===== src/rtl/lamp_color_report_decoder_core_assert.svh =====
// Assertion macros shared by the lamp color report decoder RTL.
`ifndef LAMP_COLOR_REPORT_DECODER_CORE_ASSERT_SVH
`define LAMP_COLOR_REPORT_DECODER_CORE_ASSERT_SVH

// Same-cycle implication, sampled on clk, off during rst.
`define LCRD_ASSERT_NOW(label, ante, cons) \
  label: assert property (@(posedge clk) disable iff (rst) (ante) |-> (cons)) \
    else $error("lcrd: same-cycle check failed");

// Next-cycle implication, sampled on clk, off during rst.
`define LCRD_ASSERT_NEXT(label, ante, cons) \
  label: assert property (@(posedge clk) disable iff (rst) (ante) |=> (cons)) \
    else $error("lcrd: next-cycle check failed");

`endif


===== src/rtl/lcrd_pkg.sv =====
// Shared types and constants of the lamp color report decoder.
`default_nettype none

package lcrd_pkg;

  // Field and datapath widths
  localparam int BYTE_W     = 8;
  localparam int LVL_W      = 7;
  localparam int DVD_W      = 15;
  localparam int IN_DATA_W  = 96;
  localparam int OUT_USED_W = 57;
  localparam int OUT_DATA_W = 64;
  localparam int ADDR_W     = 4;
  localparam int PDATA_W    = 32;

  // Arithmetic constants
  localparam logic [BYTE_W-1:0] REMOTE_LEVEL = 8'hFF;
  localparam logic [BYTE_W-1:0] DARK_COLOR   = 8'd128;
  localparam int                PCT_FULL     = 100;
  localparam int                RATIO_HALF   = 50;

  // Register reset values
  localparam logic [BYTE_W-1:0] LAYERED_RST    = 8'd2;
  localparam logic [BYTE_W-1:0] WC_ONLY_RST    = 8'd0;
  localparam logic [BYTE_W-1:0] TYPE_COUNT_RST = 8'd4;

  // Register index (word address)
  typedef enum logic [1:0] {
    REG_LAYERED    = 2'd0,
    REG_WC_ONLY    = 2'd1,
    REG_TYPE_COUNT = 2'd2,
    REG_NONE       = 2'd3
  } reg_idx_t;

  // Divisions run per remote-mode item, in this order
  typedef enum logic [2:0] {
    OP_RED   = 3'd0,
    OP_GREEN = 3'd1,
    OP_BLUE  = 3'd2,
    OP_WC    = 3'd3,
    OP_BG    = 3'd4
  } div_op_t;

  typedef struct packed {
    logic    load;
    logic    prep;
    logic    div_start;
    logic    store;
    logic    out_load;
    div_op_t op;
  } dp_cmd_t;

  typedef struct packed {
    logic remote;
    logic div_done;
    logic out_free;
  } dp_stat_t;

  typedef struct packed {
    logic [BYTE_W-1:0] layered_code;
    logic [BYTE_W-1:0] wc_only_code;
    logic [BYTE_W-1:0] type_count;
  } lcrd_cfg_t;

endpackage

`default_nettype wire


===== src/rtl/lcrd_div.sv =====
// Shared restoring divider, two quotient bits per cycle, saturating at 255.
`default_nettype none

module lcrd_div
  import lcrd_pkg::*;
(
  input  logic              clk,
  input  logic              rst,
  input  logic              start,
  input  logic [DVD_W-1:0]  dividend,
  input  logic [BYTE_W-1:0] divisor,
  output logic              done,
  output logic [BYTE_W-1:0] quotient
);

  localparam int STEPS = BYTE_W / 2;
  localparam int CNT_W = $clog2(STEPS);

  logic             busy;
  logic [CNT_W-1:0] cnt;
  logic [DVD_W-1:0] rem;
  logic [DVD_W-1:0] dsh;
  logic             sat;
  logic             hi_ge;
  logic             lo_ge;
  logic [DVD_W-1:0] rem_a;
  logic [DVD_W-1:0] rem_b;
  logic [DVD_W-1:0] dlo;

  // Quotient would not fit in a byte
  assign sat = {1'b0, dividend} >= {divisor, {BYTE_W{1'b0}}};

  // Two compare/subtract steps per cycle
  always_comb begin
    hi_ge = rem >= dsh;
    rem_a = hi_ge ? rem - dsh : rem;
    dlo   = dsh >> 1;
    lo_ge = rem_a >= dlo;
    rem_b = lo_ge ? rem_a - dlo : rem_a;
  end

  // Control
  always_ff @(posedge clk) begin
    if (rst) begin
      busy <= 1'b0;
      done <= 1'b0;
    end else begin
      done <= 1'b0;
      if (start) begin
        if (sat) begin
          done <= 1'b1;
        end else begin
          busy <= 1'b1;
        end
      end else if (busy && cnt == '0) begin
        busy <= 1'b0;
        done <= 1'b1;
      end
    end
  end

  // Datapath
  always_ff @(posedge clk) begin
    if (start) begin
      rem      <= dividend;
      dsh      <= DVD_W'(divisor) << (DVD_W - BYTE_W);
      cnt      <= CNT_W'(STEPS - 1);
      quotient <= sat ? {BYTE_W{1'b1}} : '0;
    end else if (busy) begin
      rem      <= rem_b;
      dsh      <= dsh >> 2;
      cnt      <= cnt - CNT_W'(1);
      quotient <= {quotient[BYTE_W-3:0], hi_ge, lo_ge};
    end
  end

endmodule

`default_nettype wire


===== src/rtl/lcrd_dp.sv =====
// Datapath: item capture, operand select, divider, result assembly, output register.
`default_nettype none

module lcrd_dp
  import lcrd_pkg::*;
(
  input  logic                  clk,
  input  logic                  rst,
  input  dp_cmd_t               cmd,
  input  lcrd_cfg_t             cfg,
  input  logic [IN_DATA_W-1:0]  in_data,
  output dp_stat_t              stat,
  output logic                  m_tvalid,
  input  logic                  m_tready,
  output logic [OUT_DATA_W-1:0] m_tdata
);

  localparam int N_W = DVD_W + 1;

  // Captured item
  logic [BYTE_W-1:0] dr, dg, db, dw, dc, sr, sg, sb, sl, sc, sw, hw;

  // Intermediate results
  logic [LVL_W-1:0]  lvl_q;
  logic [BYTE_W-1:0] q_r, q_g, q_b;
  logic [LVL_W-1:0]  wc_q, bg_q;
  logic [BYTE_W-1:0] lamp_kind;

  // Combinational
  logic [BYTE_W-1:0] mx, mn;
  logic [BYTE_W:0]   mm_sum;
  logic [N_W-1:0]    mm_prod;
  logic [BYTE_W-1:0] lvl_raw;
  logic [BYTE_W-1:0] lvl_dvs;
  logic              wc_gt, bg_gt;
  logic [DVD_W-1:0]  div_dvd;
  logic [BYTE_W-1:0] div_dvs;
  logic              div_done;
  logic [BYTE_W-1:0] div_q;
  logic [LVL_W-1:0]  wc_level, bg_level, wc_ratio, bg_ratio;
  logic [BYTE_W-1:0] r_o, g_o, b_o, l_o, cold_o, white_o, kind_next;
  logic              rgb_o;

  function automatic logic [DVD_W-1:0] times_const(input logic [BYTE_W-1:0] v,
                                                   input int k);
    return DVD_W'(v) * DVD_W'(k);
  endfunction

  // Level of a drive pair: max * 100 / 255, floored at 1 for nonzero drive
  function automatic logic [LVL_W-1:0] pair_level(input logic [BYTE_W-1:0] a,
                                                  input logic [BYTE_W-1:0] b);
    logic [BYTE_W-1:0] x;
    logic [N_W-1:0]    n;
    logic [N_W-1:0]    q;
    x = (a > b) ? a : b;
    n = N_W'(x) * N_W'(PCT_FULL);
    q = (n + N_W'(1) + (n >> BYTE_W)) >> BYTE_W;
    if (q == '0 && x != '0) begin
      q = N_W'(1);
    end
    return q[LVL_W-1:0];
  endfunction

  // Capture and per-item intermediates
  always_ff @(posedge clk) begin
    if (cmd.load) begin
      dr <= in_data[0*BYTE_W +: BYTE_W];
      dg <= in_data[1*BYTE_W +: BYTE_W];
      db <= in_data[2*BYTE_W +: BYTE_W];
      dw <= in_data[3*BYTE_W +: BYTE_W];
      dc <= in_data[4*BYTE_W +: BYTE_W];
      sr <= in_data[5*BYTE_W +: BYTE_W];
      sg <= in_data[6*BYTE_W +: BYTE_W];
      sb <= in_data[7*BYTE_W +: BYTE_W];
      sl <= in_data[8*BYTE_W +: BYTE_W];
      sc <= in_data[9*BYTE_W +: BYTE_W];
      sw <= in_data[10*BYTE_W +: BYTE_W];
      hw <= in_data[11*BYTE_W +: BYTE_W];
    end
    if (cmd.prep) begin
      lvl_q <= (lvl_raw > BYTE_W'(PCT_FULL)) ? LVL_W'(PCT_FULL) : lvl_raw[LVL_W-1:0];
    end
    if (cmd.store) begin
      unique case (cmd.op)
        OP_RED:   q_r  <= div_q;
        OP_GREEN: q_g  <= div_q;
        OP_BLUE:  q_b  <= div_q;
        OP_WC:    wc_q <= div_q[LVL_W-1:0];
        OP_BG:    bg_q <= div_q[LVL_W-1:0];
        default:  ;
      endcase
    end
  end

  // Max/min lightness level
  always_comb begin
    mx = dr;
    mn = dr;
    if (dg > mx) mx = dg;
    if (db > mx) mx = db;
    if (dg < mn) mn = dg;
    if (db < mn) mn = db;
    mm_sum  = {1'b0, mx} + {1'b0, mn};
    mm_prod = N_W'(mm_sum) * N_W'(PCT_FULL);
    lvl_raw = mm_prod[N_W-1:BYTE_W];
  end

  // Divider operand select
  assign lvl_dvs = (lvl_q == '0) ? BYTE_W'(1) : BYTE_W'(lvl_q);
  assign wc_gt   = dw > dc;
  assign bg_gt   = db > dg;

  always_comb begin
    unique case (cmd.op)
      OP_RED: begin
        div_dvd = times_const(dr, PCT_FULL);
        div_dvs = lvl_dvs;
      end
      OP_GREEN: begin
        div_dvd = times_const(dg, PCT_FULL);
        div_dvs = lvl_dvs;
      end
      OP_BLUE: begin
        div_dvd = times_const(db, PCT_FULL);
        div_dvs = lvl_dvs;
      end
      OP_WC: begin
        div_dvd = wc_gt ? times_const(dc, RATIO_HALF) : times_const(dw, RATIO_HALF);
        div_dvs = wc_gt ? dw : ((dc == '0) ? BYTE_W'(1) : dc);
      end
      OP_BG: begin
        div_dvd = bg_gt ? times_const(dg, RATIO_HALF) : times_const(db, RATIO_HALF);
        div_dvs = bg_gt ? db : ((dg == '0) ? BYTE_W'(1) : dg);
      end
      default: begin
        div_dvd = '0;
        div_dvs = BYTE_W'(1);
      end
    endcase
  end

  lcrd_div u_div (
    .clk      (clk),
    .rst      (rst),
    .start    (cmd.div_start),
    .dividend (div_dvd),
    .divisor  (div_dvs),
    .done     (div_done),
    .quotient (div_q)
  );

  // Pair levels and ratios
  always_comb begin
    wc_level = pair_level(dw, dc);
    bg_level = pair_level(db, dg);
    wc_ratio = wc_gt ? wc_q :
               ((dc != '0) ? LVL_W'(PCT_FULL) - wc_q : LVL_W'(RATIO_HALF));
    bg_ratio = bg_gt ? bg_q :
               ((dg != '0) ? LVL_W'(PCT_FULL) - bg_q : LVL_W'(RATIO_HALF));
  end

  // Result assembly
  always_comb begin
    kind_next = (hw >= cfg.type_count) ? cfg.wc_only_code : hw;
    rgb_o     = kind_next != cfg.wc_only_code;
    if (sl == REMOTE_LEVEL) begin
      if (lvl_q == '0) begin
        r_o = DARK_COLOR;
        g_o = DARK_COLOR;
        b_o = DARK_COLOR;
        l_o = BYTE_W'(|{dr, dg, db});
      end else begin
        r_o = q_r;
        g_o = q_g;
        b_o = q_b;
        l_o = BYTE_W'(lvl_q);
      end
      // Layered lamp: blue/green becomes level and ratio
      if (lamp_kind == cfg.layered_code) begin
        r_o = sr;
        l_o = BYTE_W'(bg_level);
        b_o = BYTE_W'(bg_ratio);
      end
      white_o = BYTE_W'(wc_level);
      cold_o  = BYTE_W'(wc_ratio);
    end else begin
      r_o     = sr;
      g_o     = sg;
      b_o     = sb;
      l_o     = sl;
      cold_o  = sc;
      white_o = sw;
    end
  end

  // Output register and lamp type state
  always_ff @(posedge clk) begin
    if (rst) begin
      m_tvalid  <= 1'b0;
      lamp_kind <= '0;
    end else if (cmd.out_load) begin
      m_tvalid  <= 1'b1;
      lamp_kind <= kind_next;
    end else if (m_tready) begin
      m_tvalid  <= 1'b0;
    end
  end

  always_ff @(posedge clk) begin
    if (cmd.out_load) begin
      m_tdata <= {{(OUT_DATA_W - OUT_USED_W){1'b0}}, rgb_o, kind_next,
                  white_o, cold_o, l_o, b_o, g_o, r_o};
    end
  end

  // Status
  assign stat.remote   = sl == REMOTE_LEVEL;
  assign stat.div_done = div_done;
  assign stat.out_free = !m_tvalid || m_tready;

endmodule

`default_nettype wire


===== src/rtl/lcrd_ctrl.sv =====
// Controller: sequences capture, level prep, the five divisions (remote mode only) and the result load.
`default_nettype none

module lcrd_ctrl
  import lcrd_pkg::*;
(
  input  logic     clk,
  input  logic     rst,
  input  logic     in_accept,
  input  dp_stat_t stat,
  output dp_cmd_t  cmd,
  output logic     idle
);

  typedef enum logic [4:0] {
    S_IDLE   = 5'b00001,
    S_PREP   = 5'b00010,
    S_START  = 5'b00100,
    S_WAIT   = 5'b01000,
    S_FINISH = 5'b10000
  } state_t;

  state_t  state, state_next;
  div_op_t op, op_next, op_succ;

  // Division order
  always_comb begin
    unique case (op)
      OP_RED:   op_succ = OP_GREEN;
      OP_GREEN: op_succ = OP_BLUE;
      OP_BLUE:  op_succ = OP_WC;
      OP_WC:    op_succ = OP_BG;
      default:  op_succ = OP_BG;
    endcase
  end

  // Next state and commands
  always_comb begin
    state_next = state;
    op_next    = op;
    cmd        = '0;
    cmd.op     = op;
    idle       = 1'b0;
    unique case (state)
      S_IDLE: begin
        idle = 1'b1;
        if (in_accept) begin
          cmd.load   = 1'b1;
          state_next = S_PREP;
        end
      end
      S_PREP: begin
        cmd.prep   = 1'b1;
        op_next    = OP_RED;
        state_next = stat.remote ? S_START : S_FINISH;
      end
      S_START: begin
        cmd.div_start = 1'b1;
        state_next    = S_WAIT;
      end
      S_WAIT: begin
        if (stat.div_done) begin
          cmd.store = 1'b1;
          if (op == OP_BG) begin
            state_next = S_FINISH;
          end else begin
            op_next    = op_succ;
            state_next = S_START;
          end
        end
      end
      S_FINISH: begin
        if (stat.out_free) begin
          cmd.out_load = 1'b1;
          state_next   = S_IDLE;
        end
      end
      default: state_next = S_IDLE;
    endcase
  end

  always_ff @(posedge clk) begin
    if (rst) begin
      state <= S_IDLE;
      op    <= OP_RED;
    end else begin
      state <= state_next;
      op    <= op_next;
    end
  end

endmodule

`default_nettype wire


===== src/rtl/lamp_color_report_decoder_core.sv =====
// Top level of the lamp color report decoder: stream ports, register port, core.
//
//  channel | dir | handshake                 | payload
//  --------+-----+---------------------------+---------------------------------
//  s_*     | in  | s_tvalid / s_tready       | s_tdata: one lamp status report
//  m_*     | out | m_tvalid / m_tready       | m_tdata: one decoded result
//  apb     | in  | psel, penable, pwrite     | paddr / pwdata / prdata
//
// A report with set_level != 255 skips the divider: capture, level prep, result load.
// In remote mode the shared divider runs five divisions in turn; one whose quotient
// saturates ends without running the bit loop, and the result load follows the last.
// A new report is taken once the previous result sits in the output register.
// rst is synchronous; it clears the controller, divider and output valid, and
// loads the register reset values. m_tready low holds the result in place.
`default_nettype none
`include "lamp_color_report_decoder_core_assert.svh"

module lamp_color_report_decoder_core
  import lcrd_pkg::*;
(
  input  logic                  clk,
  input  logic                  rst,
  // Input stream
  input  logic                  s_tvalid,
  output logic                  s_tready,
  // drive_red, drive_green, drive_blue, drive_warm, drive_cool, set_red,
  // set_green, set_blue, set_level, set_cold_ratio, set_white_level,
  // hw_config (8 bits each, lowest first)
  input  logic [IN_DATA_W-1:0]  s_tdata,
  // Output stream
  output logic                  m_tvalid,
  input  logic                  m_tready,
  // red_out, green_out, blue_out, level_out, cold_out, white_out,
  // lamp_type_out (8 bits each), rgb_supported (1 bit), zero pad to 64
  output logic [OUT_DATA_W-1:0] m_tdata,
  // Register port
  input  logic                  psel,
  input  logic                  penable,
  input  logic                  pwrite,
  input  logic [ADDR_W-1:0]     paddr,
  input  logic [PDATA_W-1:0]    pwdata,
  output logic [PDATA_W-1:0]    prdata,
  output logic                  pready
);

  lcrd_cfg_t cfg;
  dp_cmd_t   cmd;
  dp_stat_t  stat;
  logic      in_accept;
  logic      cfg_write;
  reg_idx_t  reg_idx;

  assign pready    = 1'b1;
  assign cfg_write = psel && penable && pwrite && pready;
  assign reg_idx   = reg_idx_t'(paddr[ADDR_W-1:2]);
  assign in_accept = s_tvalid && s_tready;

  // Configuration registers
  always_ff @(posedge clk) begin
    if (rst) begin
      cfg.layered_code <= LAYERED_RST;
      cfg.wc_only_code <= WC_ONLY_RST;
      cfg.type_count   <= TYPE_COUNT_RST;
    end else if (cfg_write) begin
      unique case (reg_idx)
        REG_LAYERED:    cfg.layered_code <= pwdata[BYTE_W-1:0];
        REG_WC_ONLY:    cfg.wc_only_code <= pwdata[BYTE_W-1:0];
        REG_TYPE_COUNT: cfg.type_count   <= pwdata[BYTE_W-1:0];
        REG_NONE:       ;
        default:        ;
      endcase
    end
  end

  // Register read
  always_comb begin
    unique case (reg_idx)
      REG_LAYERED:    prdata = PDATA_W'(cfg.layered_code);
      REG_WC_ONLY:    prdata = PDATA_W'(cfg.wc_only_code);
      REG_TYPE_COUNT: prdata = PDATA_W'(cfg.type_count);
      default:        prdata = '0;
    endcase
  end

  lcrd_ctrl u_ctrl (
    .clk       (clk),
    .rst       (rst),
    .in_accept (in_accept),
    .stat      (stat),
    .cmd       (cmd),
    .idle      (s_tready)
  );

  lcrd_dp u_dp (
    .clk      (clk),
    .rst      (rst),
    .cmd      (cmd),
    .cfg      (cfg),
    .in_data  (s_tdata),
    .stat     (stat),
    .m_tvalid (m_tvalid),
    .m_tready (m_tready),
    .m_tdata  (m_tdata)
  );

  // Checks
  `LCRD_ASSERT_NEXT(a_busy_after_accept, s_tvalid && s_tready, !s_tready)
  `LCRD_ASSERT_NOW(a_store_on_done, cmd.store, stat.div_done)
  `LCRD_ASSERT_NOW(a_load_into_free_slot, cmd.out_load, stat.out_free)

endmodule

`default_nettype wire


===== config.mk =====
export PLATFORM = sky130hd
export DESIGN_NAME = lamp_color_report_decoder_core
export DESIGN_NICKNAME = d
export VERILOG_FILES = /design/src/rtl/lcrd_pkg.sv /design/src/rtl/lcrd_div.sv /design/src/rtl/lcrd_dp.sv /design/src/rtl/lcrd_ctrl.sv /design/src/rtl/lamp_color_report_decoder_core.sv
export VERILOG_INCLUDE_DIRS = /design/src /design/src/rtl
export SDC_FILE = /design/constraint.sdc
export NUM_CORES = 1
export LEC_CHECK = 0
export ABC_AREA = 0
export BUFFER_PORTS_ARGS = -buffer_cell sky130_fd_sc_hd__buf_4
export CORE_AREA = 2 2 229 231
export CTS_CLUSTER_SIZE = 24
export DETAILED_ROUTE_END_ITERATION = 10
export DIE_AREA = 0 0 231 233
export PLACE_DENSITY_LB_ADDON = 0.12
export SYNTH_ARGS = -nofsm -noshare
export SYNTH_HDL_FRONTEND = slang
export SYNTH_HIERARCHICAL = 1
export SYNTH_SLANG_ARGS = --single-unit

===== constraint.sdc =====
create_clock -name clk -period 10.5 [get_ports clk]
set_input_delay 2.1 -clock clk [delete_from_list [all_inputs] [get_ports clk]]
set_output_delay 2.1 -clock clk [all_outputs]
set_load 0.01 [all_outputs]

[Word level (Yosys, flattened, before mapping)]
Cells that the tools add are included.
Operators by class
  muxes and demuxes: 72
  $lt $le $gt $ge: 11
  add/sub/neg operators: 10
  $mul: 10
  reduce and logical (&&, ||, !) cells: 37
  eq/ne operators: 19
Operator list (count)
  two-way mux 8 bit: 23
  multiplier 8 x 5 -> 13 bit, second input constant: 9
  two-way mux 15 bit: 6
  two-way mux 7 bit: 11
  case mux 15 bit (5 select lines): 1
  case mux 8 bit (3 select lines): 2
  adder 15 x 1 -> 16 bit, second input constant: 2
  adder 16 x 7 -> 16 bit: 2
  greater-than comparator 8 bit: 4
  logical NOT 16 bit: 2
  nonzero test 8 bit: 4
  two-way mux 14 bit: 2
  two-way mux 5 bit: 5
  case mux 5 bit (5 select lines): 1
  OR reduction 24 bit: 1
  AND reduction 2 bit: 9
  two-way mux 1 bit: 17
  greater-or-equal comparator 15 x 16 -> 1 bit: 1
  logical NOT 8 bit: 2
  < comparator 8 bit: 2
  greater-or-equal comparator 15 x 14 -> 1 bit: 1
  greater-or-equal comparator 15 bit: 1
  subtractor 15 x 14 -> 15 bit: 1
  subtractor 15 bit: 1
  33 further kinds: 49
Storage, ports and cells
  logic and storage cells: 193
  output and inout bits: 99
  bits of input ports: 139
  register bits: 281

[Longest topological paths before layout]
Gate-level depths: netlist (run 1).
  depth after elaboration: 10
  gate-level depth with buffers: 36
  mapped depth without buffers: 35

[Modules after synthesis]
Netlist (run 1), hierarchy kept.
Modules (own cells, without submodules)
  lcrd_dp: cells an instance 1598, area each 16728.5 µm², instances 1
  lcrd_div: cells an instance 410, area each 3739.8 µm², instances 1
  lamp_color_report_decoder_core: cells an instance 150, area each 1377.6 µm², instances 1
  lcrd_ctrl: cells an instance 56, area each 467.9 µm², instances 1

[Worst setup path after synthesis (run 1)]
Ideal clock, no wire load.
  path kind: reg2reg
  start: register u_dp.dr[5]
  end: register u_dp.lvl_q[1], data pin
  data arrival time: 7611 ps
  library setup time: 150 ps
  cell stages (with the launch flop): 32
  setup slack: 2739 ps
  cells stage by stage: edfxtp_1 inv_1 ha_1 a21o_1 a21o_1 a21oi_1 o21ai_1 o21a_1 buf_2 mux2i_1 ha_1 nand3_1 o22ai_1 o21bai_1 a22oi_1 mux2_2 ha_1 fa_1 a21o_1 a21oi_1 xnor2_1 ha_1 ha_1 fa_1 ha_1 a21o_1 a21o_1 a221o_1 and4b_1 nor3_2 nand2_1 nor3_2
Between the ends
  word-level cells in the longest chain between the ends: 7
RTL lines
  from (decl): RTL line lcrd_dp.sv:21  | logic [BYTE_W-1:0] dr, dg, db, dw, dc, sr, sg, sb, sl, sc, sw, hw;
  from (signal assigned): RTL line lcrd_dp.sv:67  | dr <= in_data[0*BYTE_W +: BYTE_W];
  greater-than comparator 8 bit or < comparator 8 bit (tied branches): RTL line lcrd_dp.sv:99, lcrd_dp.sv:101
  two-way mux 8 bit (on tied branches): RTL line lcrd_dp.sv:99, lcrd_dp.sv:101
  greater-than comparator 8 bit or < comparator 8 bit (tied branches): RTL line lcrd_dp.sv:100, lcrd_dp.sv:102
  two-way mux 8 bit (on tied branches): RTL line lcrd_dp.sv:100, lcrd_dp.sv:102
  adder 8 x 8 -> 9 bit *: RTL line lcrd_dp.sv:103  | mm_sum = {1'b0, mx} + {1'b0, mn};
  multiplier 9 x 5 -> 14 bit *: RTL line lcrd_dp.sv:104  | mm_prod = N_W'(mm_sum) * N_W'(PCT_FULL);
  greater-than comparator 8 x 7 -> 1 bit: RTL line lcrd_dp.sv:81  | lvl_q <= (lvl_raw > BYTE_W'(PCT_FULL)) ? LVL_W'(PCT_FULL) : lvl_raw[LVL_W-1:0];
  to (signal assigned): RTL line lcrd_dp.sv:81
  to (decl): RTL line lcrd_dp.sv:24  | logic [LVL_W-1:0] lvl_q;
Mark *: on every way between the ends. The rest lies on a longest branch, timed or not.
A chain may end at the register's enable or synchronous reset.

[Final worst setup path (run 1)]
  start: register u_dp.dr[1]
  end: register u_dp.lvl_q[1], data pin
The elaborated chain is that of the path after synthesis.

==> impl_metrics.py, run 1 <==
metrics = {
    "status": {
        "status": "completed",
    },
    "drt": {
        "dr.pass1.iters": 6,
        "viasPerCell": 5.50,
        "vias": 17000,
        "wire_per_inst_um": 19.4,
        "drt-initial-drc-count": 1075,
        "wl_um": 59900,
        "final_antenna_net_count": 0,
        "drcViolationCount": 0,
    },
    "synthesis": {
        "syn_avg_cell_area_um2": 10.1,
        "synth_edf_count": 229,
        "synth_top_flop_cell": "edfxtp_1",
        "yosysTopAreaCell": "edfxtp_1",
        "async_reset_ff_share_pct": 0,
        "yosysUniqueCellTypes": 99,
        "synth_warnings": 6,
        "synth.top_cell.area_share_pct": 30.8,
        "ys_top_cells_by_area": "edfxtp_1 31%, ha_1 20%, dfxtp_1 4.7%, mux2i_1 4.1%, inv_1 3.4%",
        "yosysSeqAreaShare_pct": 35.5,
        "mappedNetlistArea_um2": 22300,
        "synth_cells": 2214,
        "ys_seq_elements": 281,
    },
    "critical_path": {
        "end_kind": "flop",
        "r2r_cells": 31,
        "crit_top_cell": "ha_1",
        "cp_num_buf_inv": 1,
        "crit_end": "u_dp/lvl_q[1]$_SDFFCE_PN0P_",
        "crit_path_max_fanout": 15,
        "required_ps": 10900,
        "path_class": "reg2reg",
        "slowest_stage": "a22oi_1",
        "rr_startpoint": "u_dp/dr[1]$_DFFE_PP_",
        "worstPathArrival_ps": 9520,
        "cp-start-kind": "flop",
        "max_stage_delay_ps": 780,
        "crit_start": "u_dp/dr[1]$_DFFE_PP_",
        "r2r_slack_ps": 1380,
        "regToRegEndpoint": "u_dp/lvl_q[1]$_SDFFCE_PN0P_",
        "crit_family": "compound AO/OA/AOI/OAI gates",
        "crit_cells": 31,
    },
    "die": {
        "core_um2": 51100,
        "start_util_pct": 43.7,
        "die_width_um": 231,
        "rows": 83,
        "dieArea_um2": 53800,
        "die_y_um": 233,
        "io_pins": 238,
    },
    "clocking": {
        "post_cts_buffers": 0,
        "holdBufCountCts": 0,
        "clock_path_buffers": 3,
        "clk_pin_slew_ps": 50,
        "cts.sinks": 281,
        "worstSkewPairLatency_ps": 550,
        "root_buffer": "clkbuf_16",
        "cts_max_level": 2,
        "numCtsBuffers": 35,
        "cts-resized-gates": 0,
        "cts_tree": "yes",
    },
    "sta": {
        "tightest_slew_ps": 1180,
        "period_needed_ps": 9120,
        "slew_headroom_pct": 21.2,
        "fmax_ghz": 0.110,
        "drv_slew": 0,
        "setup_viol": 0,
        "period_share_pct": 86.9,
        "clock-skew-final_ps": 22.3,
        "hold_viol_final": 0,
        "fin_setup_tns_ps": 0,
        "whs_ps": 484,
        "grt_setup_unrepaired": "no",
    },
    "grt": {
        "overflow": 0,
        "grt_use_met2_pct": 37.2,
        "grt_first_pass_wirelength_um": 92900,
        "antenna_found_initial": 1,
        "top_usage_layer": "met2",
        "use_met3_pct": 2.94,
        "grt_start_max_net_pins": 67,
        "grt_pass1_vias": 16600,
        "grtUsageTotal_pct": 22.0,
        "grt_util_met1_pct": 29.7,
    },
    "worst_hold_path": {
        "hold_class": "reg2reg",
        "hold_depth": 2,
    },
    "layout": {
        "final_cell_mix": "355 x ha_1, 229 x edfxtp_1, 201 x inv_1, 187 x buf_4, 172 x nor2_1",
        "final_common_cell": "ha_1",
        "nets": 2900,
        "synthToLayoutAreaGrowth_pct": 13.6,
        "final_util_pct": 49.6,
        "drive_above_1_share_pct": 12.4,
        "fin_cells": 3085,
    },
    "placement": {
        "io_buffers": 179,
        "dp_hpwl_um": 45900,
        "routabilityCongestion": 0.914,
        "dp.cells": 3022,
    },
    "job": {
        "maxCapViolCount": 0,
    },
}
[cells in the mapped netlist (45+ instances only)]
library cell,number
o21ai_0,101
xnor2_1,57
edfxtp_1,229
inv_1,201
mux2i_1,91
a21oi_1,120
a21o_1,45
ha_1,355
dfxtp_1,52
nand2b_1,45
xor2_1,50
nand2_1,123
nor2_1,173
[kinds of logic after synthesis]
family | count (synthesis) | share of synthesized area [%]
AO/OA/AOI/OAI | 508 | 15.3
XOR/XNOR | 108 | 4.27
adder cells (fa/ha/maj) | 382 | 22.3
buffers and inverters | 295 | 5.75
flip-flops | 281 | 35.5
multiplexers | 107 | 4.89
other | 3 | 0.0505
AND/OR/NAND/NOR | 530 | 11.9
[worst min-delay path by stage]
stage | start | end
2_1_floorplan | u_dp/u_div/quotient[7]$_DFFE_PP_ | u_dp/q_b[7]$_DFFE_PP_
3_3_place_gp | u_dp/u_div/cnt[1]$_SDFFE_PP1P_ | u_dp/u_div/cnt[1]$_SDFFE_PP1P_
3_5_place_dp | u_dp/u_div/cnt[1]$_SDFFE_PP1P_ | u_dp/u_div/cnt[1]$_SDFFE_PP1P_
4_1_cts | u_dp/u_div/cnt[1]$_SDFFE_PP1P_ | u_dp/u_div/cnt[1]$_SDFFE_PP1P_
5_1_grt | cfg[4]$_SDFFE_PP0P_ | cfg[4]$_SDFFE_PP0P_
6_report | u_dp/u_div/cnt[1]$_SDFFE_PP1P_ | u_dp/u_div/cnt[1]$_SDFFE_PP1P_
[state kept, by name (all words and copies together), names as in the netlist, 15 cells and up]
name and flops:
cfg 24, u_dp/m_tdata 57, u_dp/u_div/dsh 15, u_dp/u_div/rem 15
[worst register-to-register path, delay by kind of cell (launching register included)]
kind,cells,cell delay [ps]
AOI/OAI and AO/OA,12,3610
xor gates and xnor gates,1,230
adders and majority gates,8,2750
buffers and inverters,1,110
DFF,1,520
muxes,2,620
and+or+nand+nor,7,1130
[layer usage]
metal,part of all wire (%),vias up
li1,-,8317
met1,46,8160
met2,47,444
met3,4.8,60
met4,1.8,0
met5,0,-
[through the flow]
step                setup WS (ps)  instance area [um^2]
floorplan                    2740                 22400
global placement             1620                 24200
detailed placement           1450                 24200
CTS                          1420                 25300
global route                  699                 25300
finish                       1380                 25300
[cell type report]
type | instances | area, um^2
Antenna cell | 1 | 2.50
Clock inverter | 14 | 146
Clock buffer | 48 | 976
Fill cell | 4735 | 25800
Timing Repair Buffer | 187 | 1400
Tap cell | 680 | 851
Inverter | 205 | 777
Multi-Input combinational cell | 1669 | 13300
Sequential cell | 281 | 7920
Power of run 1 is not shown: default switching activity piles up to over one toggle a cycle in this logic, so the estimate is an artifact.
==> run 2, diff against run 1 <==
--- a/config.mk
+++ b/config.mk
@@ -8,11 +8,12 @@
 export LEC_CHECK = 0
 export ABC_AREA = 0
 export BUFFER_PORTS_ARGS = -buffer_cell sky130_fd_sc_hd__buf_4
-export CORE_AREA = 2 2 229 231
+export CORE_AREA = 2 2 195 197
 export CTS_CLUSTER_SIZE = 24
 export DETAILED_ROUTE_END_ITERATION = 10
-export DIE_AREA = 0 0 231 233
+export DIE_AREA = 0 0 197 199
 export PLACE_DENSITY_LB_ADDON = 0.12
+export SKIP_LAST_GASP = 1
 export SYNTH_ARGS = -nofsm -noshare
 export SYNTH_HDL_FRONTEND = slang
 export SYNTH_HIERARCHICAL = 1
==> constraint.sdc (replaced) <==
create_clock -name clk -period 10.5 [get_ports clk]
set_input_delay 2.625 -clock clk [delete_from_list [all_inputs] [get_ports clk]]
set_output_delay 2.625 -clock clk [all_outputs]
set_load 0.01 [all_outputs]
==> impl_metrics.py, run 2 (synthesized netlist as in run 1, its figures left out) <==
metrics = {
    "grt": {
        "grt_start_max_net_pins": 69,
        "antenna_found_initial": 0,
        "grt_pass1_vias": 16800,
        "grt_first_pass_wirelength_um": 89100,
        "overflow": 0,
        "grtUsageTotal_pct": 28.9,
    },
    "die": {
        "start_util_pct": 60.1,
        "die_y_um": 199,
        "io_pins": 238,
        "rows": 71,
        "core_um2": 37100,
        "die_width_um": 197,
        "dieArea_um2": 39200,
    },
    "critical_path": {
        "crit_path_max_fanout": 15,
        "worstPathArrival_ps": 9870,
        "max_stage_delay_ps": 800,
        "crit_top_cell": "ha_1",
        "end_kind": "flop",
        "cp-start-kind": "flop",
        "slowest_stage": "a22oi_1",
        "required_ps": 10940,
        "path_class": "reg2reg",
    },
    "layout": {
        "antenna_cells": 0,
        "synthToLayoutAreaGrowth_pct": 12.2,
        "nets": 2896,
        "nFillCells": 2901,
        "drive_above_1_share_pct": 12.3,
        "reg_top3": "u_dp/m_tdata: 57 flops, cfg: 24 flops",
        "multi_input_area_um2": 13300,
        "final_cell_mix": "355 x ha_1, 229 x edfxtp_1, 201 x inv_1, 188 x buf_4, 172 x nor2_1",
        "design_area_um2": 25000,
        "final_common_cell": "ha_1",
        "regMostFlops": "u_dp/m_tdata",
        "regArea_um2": 7920,
        "largest_reg_flops": 57,
    },
    "drt": {
        "dr_wl_met2_um": 26600,
        "drcViolationCount": 0,
        "wire_per_inst_um": 19.7,
        "route.met3.wl_um": 3570,
        "viasPerCell": 6.00,
        "wl_met1_um": 23600,
        "route.top_layer_used": "met4",
        "final_antenna_net_count": 0,
        "wl_um": 56500,
        "drt-initial-drc-count": 1190,
        "vias": 17200,
        "dr.pass1.iters": 6,
    },
    "sta": {
        "fin_setup_tns_ps": 0,
        "clock-skew-final_ps": 27.2,
        "grt_setup_unrepaired": "no",
        "tightest_slew_ps": 1210,
        "period_share_pct": 89.8,
        "setup_viol": 0,
        "drv_slew": 0,
        "period_needed_ps": 9430,
        "slew_headroom_pct": 18.6,
        "fmax_ghz": 0.106,
        "hold_viol_final": 0,
    },
    "clocking": {
        "cts.sinks": 281,
        "worstSkewPairLatency_ps": 610,
        "root_buffer": "clkbuf_16",
        "cts-resized-gates": 0,
        "clk_pin_slew_ps": 60,
        "post_cts_buffers": 0,
        "cts_max_level": 1,
        "numCtsBuffers": 30,
        "holdBufCountCts": 0,
        "cts_tree": "yes",
        "clock_path_buffers": 3,
    },
    "job": {
        "maxCapViolCount": 0,
    },
    "status": {
        "status": "completed",
    },
    "placement": {
        "io_buffers": 179,
        "dp_hpwl_um": 43800,
        "routabilityCongestion": 0.974,
        "place_area_um2": 24000,
    },
    "worst_hold_path": {
        "hold_class": "reg2reg",
    },
}
-- run 2: cell count changes in the layout (fill, tap and decap cells not counted), moves of 2 or more --
cell | before | now
bufinv_16 | 2 | 6
clkbuf_16 | 36 | 30
clkinv_1 | 6 | 3
clkinvlp_4 | 2 | 0
inv_6 | 3 | 0
-- run 2: cell type report --
class | count | share of cell area, %
inverters | 205 | 3.10
repair buffers | 188 | 5.64
clock buffers | 43 | 3.31
multi-input cells | 1669 | 53.0
clock inverters | 13 | 0.975
well taps | 474 | 2.37
flip-flops and latches | 281 | 31.6
-- run 2: metal layers --
metal | up-vias | track usage [%]
met5 | - | 0
met4 | 0 | 13.4
met3 | 169 | 4.34
met2 | 620 | 48.4
met1 | 8143 | 37.2
li1 | 8316 | -
-- run 2: per-stage QoR --
step | setup WS [ps] | hold slack [ps] | util, % | instances
after floorplan | 2740 | 440 | - | 2245
after global placement | 1520 | 457 | 64.5 | 2817
after detailed placement | 1300 | 469 | 64.5 | 2817
after CTS | 1260 | 485 | 67.4 | 2873
after global routing | 514 | 526 | 67.4 | 2873
final | 1070 | 489 | 67.4 | 2873
-- run 2: worst paths after layout --
| kind | cells after the start | start | slack (ps) | endpoint |
|---|---|---|---|---|
| worst max-delay path | 30 | u_dp/dg[0]$_DFFE_PP_ | 1070 | u_dp/lvl_q[1]$_SDFFCE_PN0P_ |
| worst min-delay path | 2 | u_dp/u_div/cnt[1]$_SDFFE_PP1P_ | 490 | u_dp/u_div/cnt[1]$_SDFFE_PP1P_ |
| worst max register to register | 30 | u_dp/dg[0]$_DFFE_PP_ | 1070 | u_dp/lvl_q[1]$_SDFFCE_PN0P_ |
| worst min register to register | 2 | u_dp/u_div/cnt[1]$_SDFFE_PP1P_ | 490 | u_dp/u_div/cnt[1]$_SDFFE_PP1P_ |
-- run 2: critical path, delay by kind of cell (launching register included) --
kind / cells / cell delay [ps]
AO/OA/AOI/OAI: 11 / 3690
XOR/XNOR: 1 / 240
flip-flops: 1 / 550
multiplexers: 2 / 820
buffers and inverters: 1 / 240
AND/OR/NAND/NOR: 7 / 1140
adder cells (fa/ha/maj): 8 / 2560
Power of run 2 is left out for the same reason.
